[src/rtl/ste_pkg.sv]
// Shared widths, codes, types and the solve microprogram of the similarity transform estimator.
package ste_pkg;

  localparam int CoordW   = 24;   // input coordinate, Q13.10
  localparam int SumW     = 30;   // coordinate sums
  localparam int SqW      = 54;   // product sums
  localparam int PieceW   = 24;   // low piece of a product sum
  localparam int MatW     = 32;   // matrix entry, Q15.16
  localparam int ShiftW   = 24;   // translation, Q13.10
  localparam int StatW    = 2;
  localparam int OpW      = 33;   // multiplier operand
  localparam int AccW     = 2 * OpW;
  localparam int PqW      = 62;   // p and q
  localparam int TW       = 20;   // covariance limit t
  localparam int DivW     = 61;   // divider remainder and divisor
  localparam int DivBitsW = 31;   // dividend bits streamed into the divider
  localparam int IterW    = 5;
  localparam int StepW    = 6;
  localparam int InDataW  = 4 * CoordW;
  localparam int OutDataW = 184;  // 178 bits of fields, zero filled to whole bytes

  localparam int MaxPairsDef = 64;

  localparam logic [StatW-1:0] STAT_OK   = 2'd0;
  localparam logic [StatW-1:0] STAT_ZVAR = 2'd1;
  localparam logic [StatW-1:0] STAT_ZCOV = 2'd2;
  localparam logic [StatW-1:0] STAT_OVF  = 2'd3;

  localparam logic signed [OpW-1:0] K_ONE_Q16 = 33'sd65536;
  localparam logic signed [OpW-1:0] K_EPS_Q20 = 33'sd105;

  localparam logic [IterW-1:0] ITERS_Q16   = 5'd31;
  localparam logic [IterW-1:0] ITERS_SHIFT = 5'd24;

  // operand selects
  localparam logic [4:0] SEL_SX   = 5'd0;
  localparam logic [4:0] SEL_SY   = 5'd1;
  localparam logic [4:0] SEL_DX   = 5'd2;
  localparam logic [4:0] SEL_DY   = 5'd3;
  localparam logic [4:0] SEL_N    = 5'd4;
  localparam logic [4:0] SEL_SSX  = 5'd5;
  localparam logic [4:0] SEL_SSY  = 5'd6;
  localparam logic [4:0] SEL_SDX  = 5'd7;
  localparam logic [4:0] SEL_SDY  = 5'd8;
  localparam logic [4:0] SEL_ACC  = 5'd9;
  localparam logic [4:0] SEL_T    = 5'd10;
  localparam logic [4:0] SEL_P    = 5'd11;
  localparam logic [4:0] SEL_Q    = 5'd12;
  localparam logic [4:0] SEL_M00  = 5'd13;
  localparam logic [4:0] SEL_M10  = 5'd14;
  localparam logic [4:0] SEL_K16  = 5'd15;
  localparam logic [4:0] SEL_K105 = 5'd16;
  localparam logic [4:0] SEL_SQH  = 5'd17;
  localparam logic [4:0] SEL_SQL  = 5'd18;
  localparam logic [4:0] SEL_XXH  = 5'd19;
  localparam logic [4:0] SEL_XXL  = 5'd20;
  localparam logic [4:0] SEL_XYH  = 5'd21;
  localparam logic [4:0] SEL_XYL  = 5'd22;
  localparam logic [4:0] SEL_YXH  = 5'd23;
  localparam logic [4:0] SEL_YXL  = 5'd24;
  localparam logic [4:0] SEL_YYH  = 5'd25;
  localparam logic [4:0] SEL_YYL  = 5'd26;

  localparam logic [1:0] BASE_ZERO = 2'd0;
  localparam logic [1:0] BASE_ACC  = 2'd1;
  localparam logic [1:0] BASE_DEST = 2'd2;

  localparam logic [3:0] DST_ACC = 4'd0;
  localparam logic [3:0] DST_SQ  = 4'd1;
  localparam logic [3:0] DST_XX  = 4'd2;
  localparam logic [3:0] DST_XY  = 4'd3;
  localparam logic [3:0] DST_YX  = 4'd4;
  localparam logic [3:0] DST_YY  = 4'd5;
  localparam logic [3:0] DST_S   = 4'd6;
  localparam logic [3:0] DST_P   = 4'd7;
  localparam logic [3:0] DST_Q   = 4'd8;
  localparam logic [3:0] DST_T   = 4'd9;

  // microprogram landmarks
  localparam logic [StepW-1:0] STEP_ACC_END = 6'd5;
  localparam logic [StepW-1:0] STEP_SOLVE   = 6'd6;
  localparam logic [StepW-1:0] STEP_S_END   = 6'd9;
  localparam logic [StepW-1:0] STEP_COV_END = 6'd26;
  localparam logic [StepW-1:0] STEP_TX      = 6'd27;
  localparam logic [StepW-1:0] STEP_TX_END  = 6'd29;
  localparam logic [StepW-1:0] STEP_TY      = 6'd30;
  localparam logic [StepW-1:0] STEP_TY_END  = 6'd32;

  typedef struct packed {
    logic       sh24;
    logic       neg;
  } mac_ctl_t;

  typedef struct packed {
    logic [4:0] sel_a;
    logic [4:0] sel_b;
    mac_ctl_t   ctl;
    logic [1:0] base;
    logic [3:0] dest;
  } uop_t;

  typedef struct packed {
    logic done;
    logic sat;
  } div_sts_t;

  // one multiply-accumulate per step: dest = base +/- (a * b << sh)
  function automatic uop_t ucode(input logic [StepW-1:0] step);
    uop_t u;
    u = '{SEL_N, SEL_N, '{1'b0, 1'b0}, BASE_ZERO, DST_ACC};
    case (step)
      // per pair accumulation
      6'd0:  u = '{SEL_SX,  SEL_SX,  '{1'b0, 1'b0}, BASE_DEST, DST_SQ};
      6'd1:  u = '{SEL_SY,  SEL_SY,  '{1'b0, 1'b0}, BASE_DEST, DST_SQ};
      6'd2:  u = '{SEL_DX,  SEL_SX,  '{1'b0, 1'b0}, BASE_DEST, DST_XX};
      6'd3:  u = '{SEL_DX,  SEL_SY,  '{1'b0, 1'b0}, BASE_DEST, DST_XY};
      6'd4:  u = '{SEL_DY,  SEL_SX,  '{1'b0, 1'b0}, BASE_DEST, DST_YX};
      6'd5:  u = '{SEL_DY,  SEL_SY,  '{1'b0, 1'b0}, BASE_DEST, DST_YY};
      // S = n*sum(x^2+y^2) - sx^2 - sy^2
      6'd6:  u = '{SEL_N,   SEL_SQH, '{1'b1, 1'b0}, BASE_ZERO, DST_ACC};
      6'd7:  u = '{SEL_N,   SEL_SQL, '{1'b0, 1'b0}, BASE_ACC,  DST_ACC};
      6'd8:  u = '{SEL_SSX, SEL_SSX, '{1'b0, 1'b1}, BASE_ACC,  DST_ACC};
      6'd9:  u = '{SEL_SSY, SEL_SSY, '{1'b0, 1'b1}, BASE_ACC,  DST_S};
      // p
      6'd10: u = '{SEL_N,   SEL_XXH, '{1'b1, 1'b0}, BASE_ZERO, DST_ACC};
      6'd11: u = '{SEL_N,   SEL_XXL, '{1'b0, 1'b0}, BASE_ACC,  DST_ACC};
      6'd12: u = '{SEL_N,   SEL_YYH, '{1'b1, 1'b0}, BASE_ACC,  DST_ACC};
      6'd13: u = '{SEL_N,   SEL_YYL, '{1'b0, 1'b0}, BASE_ACC,  DST_ACC};
      6'd14: u = '{SEL_SDX, SEL_SSX, '{1'b0, 1'b1}, BASE_ACC,  DST_ACC};
      6'd15: u = '{SEL_SDY, SEL_SSY, '{1'b0, 1'b1}, BASE_ACC,  DST_P};
      // q
      6'd16: u = '{SEL_N,   SEL_YXH, '{1'b1, 1'b0}, BASE_ZERO, DST_ACC};
      6'd17: u = '{SEL_N,   SEL_YXL, '{1'b0, 1'b0}, BASE_ACC,  DST_ACC};
      6'd18: u = '{SEL_N,   SEL_XYH, '{1'b1, 1'b1}, BASE_ACC,  DST_ACC};
      6'd19: u = '{SEL_N,   SEL_XYL, '{1'b0, 1'b1}, BASE_ACC,  DST_ACC};
      6'd20: u = '{SEL_SDY, SEL_SSX, '{1'b0, 1'b1}, BASE_ACC,  DST_ACC};
      6'd21: u = '{SEL_SDX, SEL_SSY, '{1'b0, 1'b0}, BASE_ACC,  DST_Q};
      // p^2 + q^2 - t^2 with t = 105 n^2
      6'd22: u = '{SEL_N,   SEL_N,   '{1'b0, 1'b0}, BASE_ZERO, DST_ACC};
      6'd23: u = '{SEL_ACC, SEL_K105,'{1'b0, 1'b0}, BASE_ZERO, DST_T};
      6'd24: u = '{SEL_T,   SEL_T,   '{1'b0, 1'b1}, BASE_ZERO, DST_ACC};
      6'd25: u = '{SEL_P,   SEL_P,   '{1'b0, 1'b0}, BASE_ACC,  DST_ACC};
      6'd26: u = '{SEL_Q,   SEL_Q,   '{1'b0, 1'b0}, BASE_ACC,  DST_ACC};
      // translation numerators
      6'd27: u = '{SEL_SDX, SEL_K16, '{1'b0, 1'b0}, BASE_ZERO, DST_ACC};
      6'd28: u = '{SEL_M00, SEL_SSX, '{1'b0, 1'b1}, BASE_ACC,  DST_ACC};
      6'd29: u = '{SEL_M10, SEL_SSY, '{1'b0, 1'b0}, BASE_ACC,  DST_ACC};
      6'd30: u = '{SEL_SDY, SEL_K16, '{1'b0, 1'b0}, BASE_ZERO, DST_ACC};
      6'd31: u = '{SEL_M10, SEL_SSX, '{1'b0, 1'b1}, BASE_ACC,  DST_ACC};
      6'd32: u = '{SEL_M00, SEL_SSY, '{1'b0, 1'b1}, BASE_ACC,  DST_ACC};
      default: u = '{SEL_N, SEL_N, '{1'b0, 1'b0}, BASE_ZERO, DST_ACC};
    endcase
    return u;
  endfunction

endpackage

[src/rtl/ste_mac.sv]
// Shared signed multiply-accumulate unit of the similarity transform estimator.
module ste_mac (
  input  logic signed [ste_pkg::OpW-1:0]  a,
  input  logic signed [ste_pkg::OpW-1:0]  b,
  input  ste_pkg::mac_ctl_t               ctl,
  input  logic signed [ste_pkg::AccW-1:0] base,
  output logic signed [ste_pkg::AccW-1:0] res
);

  logic signed [ste_pkg::AccW-1:0] prod;
  logic signed [ste_pkg::AccW-1:0] term;

  assign prod = a * b;
  assign term = ctl.sh24 ? (prod <<< 24) : prod;
  assign res  = ctl.neg ? (base - term) : (base + term);

endmodule

[config.mk]
export PLATFORM = sky130hd
export DESIGN_NAME = ste_mac
export DESIGN_NICKNAME = d
export VERILOG_FILES = /design/src/rtl/ste_pkg.sv /design/src/rtl/ste_mac.sv
export SDC_FILE = /design/constraint.sdc
export NUM_CORES = 2
export LEC_CHECK = 0
export ABC_AREA = 1
export ABC_CLOCK_PERIOD_IN_PS = 12900
export BUFFER_PORTS_ARGS = -buffer_cell sky130_fd_sc_hd__buf_2
export CORE_UTILIZATION = 36
export DETAILED_ROUTE_END_ITERATION = 16
export PLACE_DENSITY = 0.5
export SLEW_MARGIN = 15
export SYNTH_ARGS = -nofsm -noshare
export SYNTH_HDL_FRONTEND = slang
export SYNTH_SLANG_ARGS = --single-unit
[constraint.sdc]
create_clock -name vclk -period 12.9
set_input_delay 0.645 -clock vclk [all_inputs]
set_output_delay 0.645 -clock vclk [all_outputs]
set_load 0.01 [all_outputs]
==> metrics <==
result of the run=complete, but fails checks; failing checks=design-rule violations; register area share after synthesis=0%; fin crit share=94.5%; layout cells sized above 1=~5.4%; antenna-violating nets left=0; Tot GR Track Use=23.9%; Worst path slowest cell=fa_1; Hold Path Stages=3; Top delay family on crit path=adder cells; Slew @ Worst Pin=1.01 ns; die height=about 370 um; Non-Filler Instances=~8600; slowest stage delay, CP=~0.93 ns; largest net degree at the start of global routing=77; Starting DRT DRC Count=2616; fillcell total=between 10000 and 15000; total I/O pin count=200; Post-Place Cells=8561; number of buffers and inverters on the critical path=9; IO buf count=200; CP Capture Type=output pin; Slew headroom=32.7%; via count=~40000; HP Class=in -> out; Fin. Hold Viols=0; final net count=8358; Initial Utilization=36.4%; vias in the first global route=approximately 43000; RePlAce Congestion=0.954; Area Overhead vs Synth=5.67%; DRT Wirelength=160000 um; antenna violations before repair=7; wire length per cell=18.7 um; number of sequential cells=0; DP Area=51400 um2; crit path DAT=11.55 ns; fin crit period=12.20 ns; clock buffer count=0; post-CTS setup buffer count=0; syn avg cell area=7.17 um2; via/cell ratio=4.75; Synth Instances=6797; DRC Markers=3; most frequent cells in the layout=2066 x inv_1, 1877 x nand2_1, 1145 x fa_1; critical path type=in -> out; Mapped Nets=8360; startpoint class of the critical path=input pin; TNS Setup=0 ns; Max-cap violations=0; crit path max fanout=28; drt pass-1 iters=14; first-pass GRT wire length=around 250000 um; CP required=about 12 ns; FP Rows=between 100 and 150; Die Span X=370 um; Sequential Area=0 um2; number of setup violations in the final report=0; Synth cell types=51; Core ar.=134000 um2; HP Start=base[1]; Synth Warn #=0; hold path endpoint=res[1]; Hold Slack=1.70 ns; post-route cell area=about 51000 um2; count of final max-slew check failures=0; maximum clock rate=between 80 and 90 MHz; most common library cell in the layout ignoring fill and taps=inv_1; DPL Wire Length=142000 um; total die area=about 140000 um2; global route total overflow=0; post-synthesis cell area=48700 um2
[worst min-delay path: stages]
cell	delay, ns
buf_2	0.11
fa_1	0.16
buf_2	0.14
[worst max path at each step]
stage,to,startpoint,cells past startpoint
2_1_floorplan,res[65],a[32],47
3_3_place_gp,res[62],a[32],40
3_5_place_dp,res[62],a[32],44
4_1_cts,res[62],a[32],44
5_1_grt,res[62],a[32],41
6_report,res[62],b[15],39
[cell families after synthesis]
family	share of synthesized area (%)
buffers and inverters	18.2
AOI/OAI and AO/OA	3.87
and+or+nand+nor	21.1
xor gates and xnor gates	2.39
adders and majority gates	54.4
[synth_stat cells (all sizes together) (8+ instances only)]
library cell  number  area (um2)
inv             2072        7780
nand2           1892        7140
fa              1146       22900
nor2             315        1280
ha               283        3540
clkbuf           269        1010
nand3            219        1180
a21oi            164         821
o21ai             88         448
xor2              86         753
nand4             57         363
xnor2             47         412
a31oi             40         250
or2               21         131
nor3              18        95.1
buf               15        77.6
o21bai            12         101
o21a               9        67.6
a21o               8        60.1
[per-layer routing]
layer	track usage (%)	vias up	part of all wire [%]
li1	-	19200	-
met1	33.3	20300	45
met2	41.5	1022	48
met3	1.42	138	4.7
met4	3.73	6	1.9
met5	0	-	0.024
[metrics by stage]
| step | worst slack (ns) | utilization [%] |
|---|---|---|
| 3_3_place_gp | 0.497 | 38.4 |
| 5_1_grt | -0.00292 | 38.5 |
| 3_5_place_dp | 0.532 | 38.4 |
| 6_report | 0.704 | 38.5 |
| 2_1_floorplan | 2.51 | - |
| 4_1_cts | 0.452 | 38.4 |
[area by class of cell]
cell class	count	area [um2]	area share (%)
timing repair buffer	280	1620	3.14
antenna	2	5.00	0.00972
inverter	2075	7790	15.1
multi-input combinational	4438	39800	77.4
tap	1768	2210	4.30
[repair_timing]
action,in CTS,in global routing
gates resized for setup,0,5
hold endpoints to repair,0,0
setup endpoints to repair,0,2
hold buffers,0,0
Power is not shown: default switching activity piles up to over one toggle a cycle in this logic, so the estimate is an artifact.
