<file path="src/rtl/ste_pkg.sv">
// Shared widths, codes, types and the solve microprogram of the similarity transform estimator.
package ste_pkg;

  localparam int CoordW   = 24;   // input coordinate, Q13.10
  localparam int SumW     = 30;   // coordinate sums
  localparam int SqW      = 54;   // product sums
  localparam int PieceW   = 24;   // low piece of a product sum
  localparam int MatW     = 32;   // matrix entry, Q15.16
  localparam int ShiftW   = 24;   // translation, Q13.10
  localparam int StatW    = 2;
  localparam int OpW      = 33;   // multiplier operand
  localparam int AccW     = 2 * OpW;
  localparam int PqW      = 62;   // p and q
  localparam int TW       = 20;   // covariance limit t
  localparam int DivW     = 61;   // divider remainder and divisor
  localparam int DivBitsW = 31;   // dividend bits streamed into the divider
  localparam int IterW    = 5;
  localparam int StepW    = 6;
  localparam int InDataW  = 4 * CoordW;
  localparam int OutDataW = 184;  // 178 bits of fields, zero filled to whole bytes

  localparam int MaxPairsDef = 64;

  localparam logic [StatW-1:0] STAT_OK   = 2'd0;
  localparam logic [StatW-1:0] STAT_ZVAR = 2'd1;
  localparam logic [StatW-1:0] STAT_ZCOV = 2'd2;
  localparam logic [StatW-1:0] STAT_OVF  = 2'd3;

  localparam logic signed [OpW-1:0] K_ONE_Q16 = 33'sd65536;
  localparam logic signed [OpW-1:0] K_EPS_Q20 = 33'sd105;

  localparam logic [IterW-1:0] ITERS_Q16   = 5'd31;
  localparam logic [IterW-1:0] ITERS_SHIFT = 5'd24;

  // operand selects
  localparam logic [4:0] SEL_SX   = 5'd0;
  localparam logic [4:0] SEL_SY   = 5'd1;
  localparam logic [4:0] SEL_DX   = 5'd2;
  localparam logic [4:0] SEL_DY   = 5'd3;
  localparam logic [4:0] SEL_N    = 5'd4;
  localparam logic [4:0] SEL_SSX  = 5'd5;
  localparam logic [4:0] SEL_SSY  = 5'd6;
  localparam logic [4:0] SEL_SDX  = 5'd7;
  localparam logic [4:0] SEL_SDY  = 5'd8;
  localparam logic [4:0] SEL_ACC  = 5'd9;
  localparam logic [4:0] SEL_T    = 5'd10;
  localparam logic [4:0] SEL_P    = 5'd11;
  localparam logic [4:0] SEL_Q    = 5'd12;
  localparam logic [4:0] SEL_M00  = 5'd13;
  localparam logic [4:0] SEL_M10  = 5'd14;
  localparam logic [4:0] SEL_K16  = 5'd15;
  localparam logic [4:0] SEL_K105 = 5'd16;
  localparam logic [4:0] SEL_SQH  = 5'd17;
  localparam logic [4:0] SEL_SQL  = 5'd18;
  localparam logic [4:0] SEL_XXH  = 5'd19;
  localparam logic [4:0] SEL_XXL  = 5'd20;
  localparam logic [4:0] SEL_XYH  = 5'd21;
  localparam logic [4:0] SEL_XYL  = 5'd22;
  localparam logic [4:0] SEL_YXH  = 5'd23;
  localparam logic [4:0] SEL_YXL  = 5'd24;
  localparam logic [4:0] SEL_YYH  = 5'd25;
  localparam logic [4:0] SEL_YYL  = 5'd26;

  localparam logic [1:0] BASE_ZERO = 2'd0;
  localparam logic [1:0] BASE_ACC  = 2'd1;
  localparam logic [1:0] BASE_DEST = 2'd2;

  localparam logic [3:0] DST_ACC = 4'd0;
  localparam logic [3:0] DST_SQ  = 4'd1;
  localparam logic [3:0] DST_XX  = 4'd2;
  localparam logic [3:0] DST_XY  = 4'd3;
  localparam logic [3:0] DST_YX  = 4'd4;
  localparam logic [3:0] DST_YY  = 4'd5;
  localparam logic [3:0] DST_S   = 4'd6;
  localparam logic [3:0] DST_P   = 4'd7;
  localparam logic [3:0] DST_Q   = 4'd8;
  localparam logic [3:0] DST_T   = 4'd9;

  // microprogram landmarks
  localparam logic [StepW-1:0] STEP_ACC_END = 6'd5;
  localparam logic [StepW-1:0] STEP_SOLVE   = 6'd6;
  localparam logic [StepW-1:0] STEP_S_END   = 6'd9;
  localparam logic [StepW-1:0] STEP_COV_END = 6'd26;
  localparam logic [StepW-1:0] STEP_TX      = 6'd27;
  localparam logic [StepW-1:0] STEP_TX_END  = 6'd29;
  localparam logic [StepW-1:0] STEP_TY      = 6'd30;
  localparam logic [StepW-1:0] STEP_TY_END  = 6'd32;

  typedef struct packed {
    logic       sh24;
    logic       neg;
  } mac_ctl_t;

  typedef struct packed {
    logic [4:0] sel_a;
    logic [4:0] sel_b;
    mac_ctl_t   ctl;
    logic [1:0] base;
    logic [3:0] dest;
  } uop_t;

  typedef struct packed {
    logic done;
    logic sat;
  } div_sts_t;

  // one multiply-accumulate per step: dest = base +/- (a * b << sh)
  function automatic uop_t ucode(input logic [StepW-1:0] step);
    uop_t u;
    u = '{SEL_N, SEL_N, '{1'b0, 1'b0}, BASE_ZERO, DST_ACC};
    case (step)
      // per pair accumulation
      6'd0:  u = '{SEL_SX,  SEL_SX,  '{1'b0, 1'b0}, BASE_DEST, DST_SQ};
      6'd1:  u = '{SEL_SY,  SEL_SY,  '{1'b0, 1'b0}, BASE_DEST, DST_SQ};
      6'd2:  u = '{SEL_DX,  SEL_SX,  '{1'b0, 1'b0}, BASE_DEST, DST_XX};
      6'd3:  u = '{SEL_DX,  SEL_SY,  '{1'b0, 1'b0}, BASE_DEST, DST_XY};
      6'd4:  u = '{SEL_DY,  SEL_SX,  '{1'b0, 1'b0}, BASE_DEST, DST_YX};
      6'd5:  u = '{SEL_DY,  SEL_SY,  '{1'b0, 1'b0}, BASE_DEST, DST_YY};
      // S = n*sum(x^2+y^2) - sx^2 - sy^2
      6'd6:  u = '{SEL_N,   SEL_SQH, '{1'b1, 1'b0}, BASE_ZERO, DST_ACC};
      6'd7:  u = '{SEL_N,   SEL_SQL, '{1'b0, 1'b0}, BASE_ACC,  DST_ACC};
      6'd8:  u = '{SEL_SSX, SEL_SSX, '{1'b0, 1'b1}, BASE_ACC,  DST_ACC};
      6'd9:  u = '{SEL_SSY, SEL_SSY, '{1'b0, 1'b1}, BASE_ACC,  DST_S};
      // p
      6'd10: u = '{SEL_N,   SEL_XXH, '{1'b1, 1'b0}, BASE_ZERO, DST_ACC};
      6'd11: u = '{SEL_N,   SEL_XXL, '{1'b0, 1'b0}, BASE_ACC,  DST_ACC};
      6'd12: u = '{SEL_N,   SEL_YYH, '{1'b1, 1'b0}, BASE_ACC,  DST_ACC};
      6'd13: u = '{SEL_N,   SEL_YYL, '{1'b0, 1'b0}, BASE_ACC,  DST_ACC};
      6'd14: u = '{SEL_SDX, SEL_SSX, '{1'b0, 1'b1}, BASE_ACC,  DST_ACC};
      6'd15: u = '{SEL_SDY, SEL_SSY, '{1'b0, 1'b1}, BASE_ACC,  DST_P};
      // q
      6'd16: u = '{SEL_N,   SEL_YXH, '{1'b1, 1'b0}, BASE_ZERO, DST_ACC};
      6'd17: u = '{SEL_N,   SEL_YXL, '{1'b0, 1'b0}, BASE_ACC,  DST_ACC};
      6'd18: u = '{SEL_N,   SEL_XYH, '{1'b1, 1'b1}, BASE_ACC,  DST_ACC};
      6'd19: u = '{SEL_N,   SEL_XYL, '{1'b0, 1'b1}, BASE_ACC,  DST_ACC};
      6'd20: u = '{SEL_SDY, SEL_SSX, '{1'b0, 1'b1}, BASE_ACC,  DST_ACC};
      6'd21: u = '{SEL_SDX, SEL_SSY, '{1'b0, 1'b0}, BASE_ACC,  DST_Q};
      // p^2 + q^2 - t^2 with t = 105 n^2
      6'd22: u = '{SEL_N,   SEL_N,   '{1'b0, 1'b0}, BASE_ZERO, DST_ACC};
      6'd23: u = '{SEL_ACC, SEL_K105,'{1'b0, 1'b0}, BASE_ZERO, DST_T};
      6'd24: u = '{SEL_T,   SEL_T,   '{1'b0, 1'b1}, BASE_ZERO, DST_ACC};
      6'd25: u = '{SEL_P,   SEL_P,   '{1'b0, 1'b0}, BASE_ACC,  DST_ACC};
      6'd26: u = '{SEL_Q,   SEL_Q,   '{1'b0, 1'b0}, BASE_ACC,  DST_ACC};
      // translation numerators
      6'd27: u = '{SEL_SDX, SEL_K16, '{1'b0, 1'b0}, BASE_ZERO, DST_ACC};
      6'd28: u = '{SEL_M00, SEL_SSX, '{1'b0, 1'b1}, BASE_ACC,  DST_ACC};
      6'd29: u = '{SEL_M10, SEL_SSY, '{1'b0, 1'b0}, BASE_ACC,  DST_ACC};
      6'd30: u = '{SEL_SDY, SEL_K16, '{1'b0, 1'b0}, BASE_ZERO, DST_ACC};
      6'd31: u = '{SEL_M10, SEL_SSX, '{1'b0, 1'b1}, BASE_ACC,  DST_ACC};
      6'd32: u = '{SEL_M00, SEL_SSY, '{1'b0, 1'b1}, BASE_ACC,  DST_ACC};
      default: u = '{SEL_N, SEL_N, '{1'b0, 1'b0}, BASE_ZERO, DST_ACC};
    endcase
    return u;
  endfunction

endpackage

</file>
<file path="src/rtl/ste_div.sv">
// Restoring shift-subtract divider, one quotient bit per cycle, with overflow flag.
module ste_div (
  input  logic                             clk,
  input  logic                             rst_n,
  input  logic                             start,
  input  logic [ste_pkg::DivW-1:0]         r0,
  input  logic [ste_pkg::DivBitsW-1:0]     dbits,
  input  logic [ste_pkg::IterW-1:0]        iters,
  input  logic [ste_pkg::DivW-1:0]         dvsr,
  output logic [ste_pkg::DivBitsW-1:0]     quo,
  output ste_pkg::div_sts_t                sts
);

  logic                          busy_r, done_r, sat_r;
  logic [ste_pkg::IterW-1:0]     cnt_r;
  logic [ste_pkg::DivW-1:0]      rem_r, dv_r;
  logic [ste_pkg::DivBitsW-1:0]  bits_r, q_r;
  logic [ste_pkg::DivW:0]        trial;
  logic                          fits;

  // shift in the next dividend bit and try the subtract
  assign trial = {rem_r, bits_r[ste_pkg::DivBitsW-1]};
  assign fits  = trial >= {1'b0, dv_r};

  always_ff @(posedge clk) begin
    if (!rst_n) begin
      busy_r <= 1'b0;
      done_r <= 1'b0;
      sat_r  <= 1'b0;
    end else begin
      done_r <= 1'b0;
      if (start) begin
        dv_r <= dvsr;
        q_r  <= '0;
        if (r0 >= dvsr) begin
          // quotient does not fit: flag and finish at once
          sat_r  <= 1'b1;
          done_r <= 1'b1;
          busy_r <= 1'b0;
        end else begin
          sat_r  <= 1'b0;
          rem_r  <= r0;
          bits_r <= dbits;
          cnt_r  <= iters;
          busy_r <= 1'b1;
        end
      end else if (busy_r) begin
        rem_r  <= fits ? trial[ste_pkg::DivW-1:0] - dv_r : trial[ste_pkg::DivW-1:0];
        q_r    <= {q_r[ste_pkg::DivBitsW-2:0], fits};
        bits_r <= {bits_r[ste_pkg::DivBitsW-2:0], 1'b0};
        cnt_r  <= cnt_r - 1'b1;
        if (cnt_r == ste_pkg::IterW'(1)) begin
          busy_r <= 1'b0;
          done_r <= 1'b1;
        end
      end
    end
  end

  assign quo      = q_r;
  assign sts.done = done_r;
  assign sts.sat  = sat_r;

endmodule

</file>
<file path="config.mk">
export PLATFORM = sky130hd
export DESIGN_NAME = ste_div
export DESIGN_NICKNAME = d
export VERILOG_FILES = /design/src/rtl/ste_pkg.sv /design/src/rtl/ste_div.sv
export SDC_FILE = /design/constraint.sdc
export NUM_CORES = 1
export LEC_CHECK = 0
export BUFFER_PORTS_ARGS = -buffer_cell sky130_fd_sc_hd__buf_2
export CORE_UTILIZATION = 52
export CTS_BUF_LIST = sky130_fd_sc_hd__clkbuf_4 sky130_fd_sc_hd__clkbuf_8
export DETAILED_ROUTE_END_ITERATION = 12
export GPL_TIMING_DRIVEN = 0
export HOLD_SLACK_MARGIN = 0.02
export PLACE_DENSITY = 0.74
export RECOVER_POWER = 50
export SYNTH_ARGS = -nofsm -noshare
export SYNTH_HDL_FRONTEND = slang
export SYNTH_SLANG_ARGS = --single-unit
export TNS_END_PERCENT = 10
</file>
<file path="constraint.sdc">
create_clock -name clk -period 9.1 [get_ports clk]
set_clock_uncertainty 0.2 [all_clocks]
set_input_delay 0.91 -clock clk [delete_from_list [all_inputs] [get_ports clk]]
set_output_delay 0.91 -clock clk [all_outputs]
set_load 0.02 [all_outputs]
</file>
==> metrics.yaml <==
die:
  dieArea_sq_um: 26700
  io_pins: 194
  rows: 58
  dieWidth_microns: 163
  start_util_pct: 53.4
  die_height_microns: 163
  fp.coreArea_sq_um: 25300
setup_path:
  cp-end-kind: "flop"
  cp_max_fo: 61
  worstPathArrival_ns: 5.57
  worst_ep_required_time_ns: 8.89
  crit_start: "start"
  endpoint: "dv_r[45]"
  reg2reg_from: "rem_r[20]"
  critPathLaunchType: "input port"
  r2r_cells: 11
  reg2reg_slack_ns: 4.83
  rr_endpoint: "rem_r[35]"
  worstSetupPathType: "input port to flop"
clock_network:
  clk_latency_ns: 0.51
  cts.sink_count: 192
  hold_buffers: 0
  clkTransAtPathRegs_ns: 0.11
  postCtsResizedCells: 0
  cts_root_buf: "clkbuf_8"
  cts-buffers-inserted: 17
  postCtsSetupBuffers: 0
  cts_tree: "built"
  cts.htree.levels: 4
  cts.path.max_buffers: 2
cells_and_area:
  final_nets: 1856
  instances_no_fill: 1917
  fillCellCount: 2231
  final_common_cell: "edfxtp_1"
  final_util_pct: 60.4
  final_cell_mix: "edfxtp_1 (189), inv_1 (148), buf_2 (144)"
  drive_above_1_share_pct: 17.4
  area.growth.synth_to_final_pct: 13.0
drt:
  totalWireLength_mm: 34.6
  dr.pass1.iters: 7
  vias_per_cell: 5.69
  wl_per_cell_microns: 18.1
  drt_iter0_markers: 850
  ant_nets: 0
  drc_errors: 0
  vias: 10900
timing:
  slew_headroom_pct: -191
  setup_viol: 0
  fin_crit_sh_pct: 63.5
  fmax_ghz: 0.173
  hold_viol: 0
  period_minus_slack_ns: 5.77
  tns_ns: 0
  hold_slack_ns: 0.353
  tightest_slew_ns: 4.36
  drv_slew: 62
  rsz0062_at_grt: "no"
global_route:
  grt_pass1_wl_mm: 55.4
  gr-total-overflow: 0
  grt_max_degree: 62
  grt_pass1_vias: 10800
  grtUsageTotal_pct: 26.6
  antenna_found_initial: 7
place:
  port_buffers: 192
  hpwl_mm: 26.4
  gp_congestion: 0.937
  placed_cells: 1881
status:
  violations: "max-capacitance violations, max-slew violations"
  outcome: "complete, but fails checks"
synth:
  syn-num-nets: 1644
  synthDistinctLibCells: 73
  synth-edff-count: 189
  async_flop_share_pct: 0
  synth_area_sq_um: 13500
  synth_area_per_cell_sq_um: 9.97
  synth_flop_cell: "edfxtp_1"
  synthTopCellsByArea: "edfxtp_1 (42%), ha_1 (11%), mux2_2 (5.8%)"
  seq_area_frac_synth_pct: 42.4
  ys_seq_elements: 192
  yosysWarnings: 0
  synth_top_area_cell: "edfxtp_1"
  syn_inst: 1358
  synth_top_area_share_pct: 41.9
power_and_ir_drop:
  p_leak_nw: 6.62
  max-vdd-ir-drop_uv: 87.3
  power_density_nw_per_um2: 179
flow_run:
  maxCapViolCount: 1
worst_hold_path:
  hp-class: "flop to flop"
  min_path_cells: 2
[layout make-up]
type | instances | area, sq um | share of cell area, %
multi-input cells | 957 | 6940 | 45.4
inverters | 148 | 556 | 3.63
diodes | 4 | 10.0 | 0.0655
plain buffers | 61 | 312 | 2.04
clock inverters | 15 | 184 | 1.20
clock buffers | 17 | 234 | 1.53
repair buffers | 193 | 906 | 5.92
well taps | 330 | 413 | 2.70
flip-flops and latches | 192 | 5740 | 37.5
[cell families after synthesis]
logic type,Yosys count,share of synthesized area (%)
adder cells (fa/ha/maj),125,11.6
AND/OR/NAND/NOR,344,12.7
AO/OA/AOI/OAI,352,16.7
flip-flops,192,42.4
XOR/XNOR,55,3.56
buffers and inverters,209,6.41
multiplexers,81,6.67
[worst max-delay path, stage by stage]
cell      delay, ns
clkbuf_1       0.21
clkbuf_1       0.70
clkbuf_1       0.51
and2_0         3.21
[cells in the mapped netlist (8+ instances only)]
cell type / count
a21o_1: 65
a21oi_1: 122
a221o_1: 9
a31oi_1: 8
buf_2: 18
clkbuf_1: 30
edfxtp_1: 189
ha_1: 124
inv_1: 148
mux2_2: 70
nand2_1: 89
nand3_1: 16
nand4_1: 31
nor2_1: 83
nor2b_1: 42
nor3_1: 22
nor3b_1: 11
nor4_1: 8
o21ai_0: 55
o21ai_1: 16
o21bai_1: 14
xnor2_1: 33
xor2_1: 22
[sequential cells by signal, summed over array words and instances (netlist names)]
register / cells
dv_r: 61
rem_r: 61
bits_r: 31
quo: 31
cnt_r: 5
busy_r: 1
done_r: 1
sat_r: 1
[where the power goes]
| group | total, mW | switching [mW] | internal [mW] |
|---|---|---|---|
| clock | 0.607 | 0.394 | 0.214 |
| sequential | 1.13 | 0.0381 | 1.09 |
| combinational | 1.01 | 0.591 | 0.415 |
| total | 2.74 | 1.02 | 1.72 |
[how the worst min path moves through the flow]
stage	from	endpoint	slack, ns
floorplan	sat_r	sat_r	0.31
global placement	bits_r[20]	bits_r[21]	0.33
detailed placement	bits_r[3]	bits_r[4]	0.33
CTS	bits_r[2]	bits_r[3]	0.35
global route	dvsr[26]	dv_r[26]	0.37
finish	sat_r	sat_r	0.35
[layer usage]
layer	up-vias	GRT usage (%)	wire length (microns)
met3	58	4.95	2010
met2	339	43.9	16400
met5	-	0	26
met1	5153	35.3	15500
li1	5352	-	-
met4	4	8.16	723
[metrics by stage]
step	power, mW	area (sq um)	setup WS (ns)
2_1_floorplan	1.88	13500	3.74
3_3_place_gp	2.12	14900	1.77
3_5_place_dp	2.14	14900	3.79
4_1_cts	2.75	15400	4.34
5_1_grt	2.89	15300	2.90
6_report	2.74	15300	3.33
Note: power is estimated with default switching activity, not from simulation.
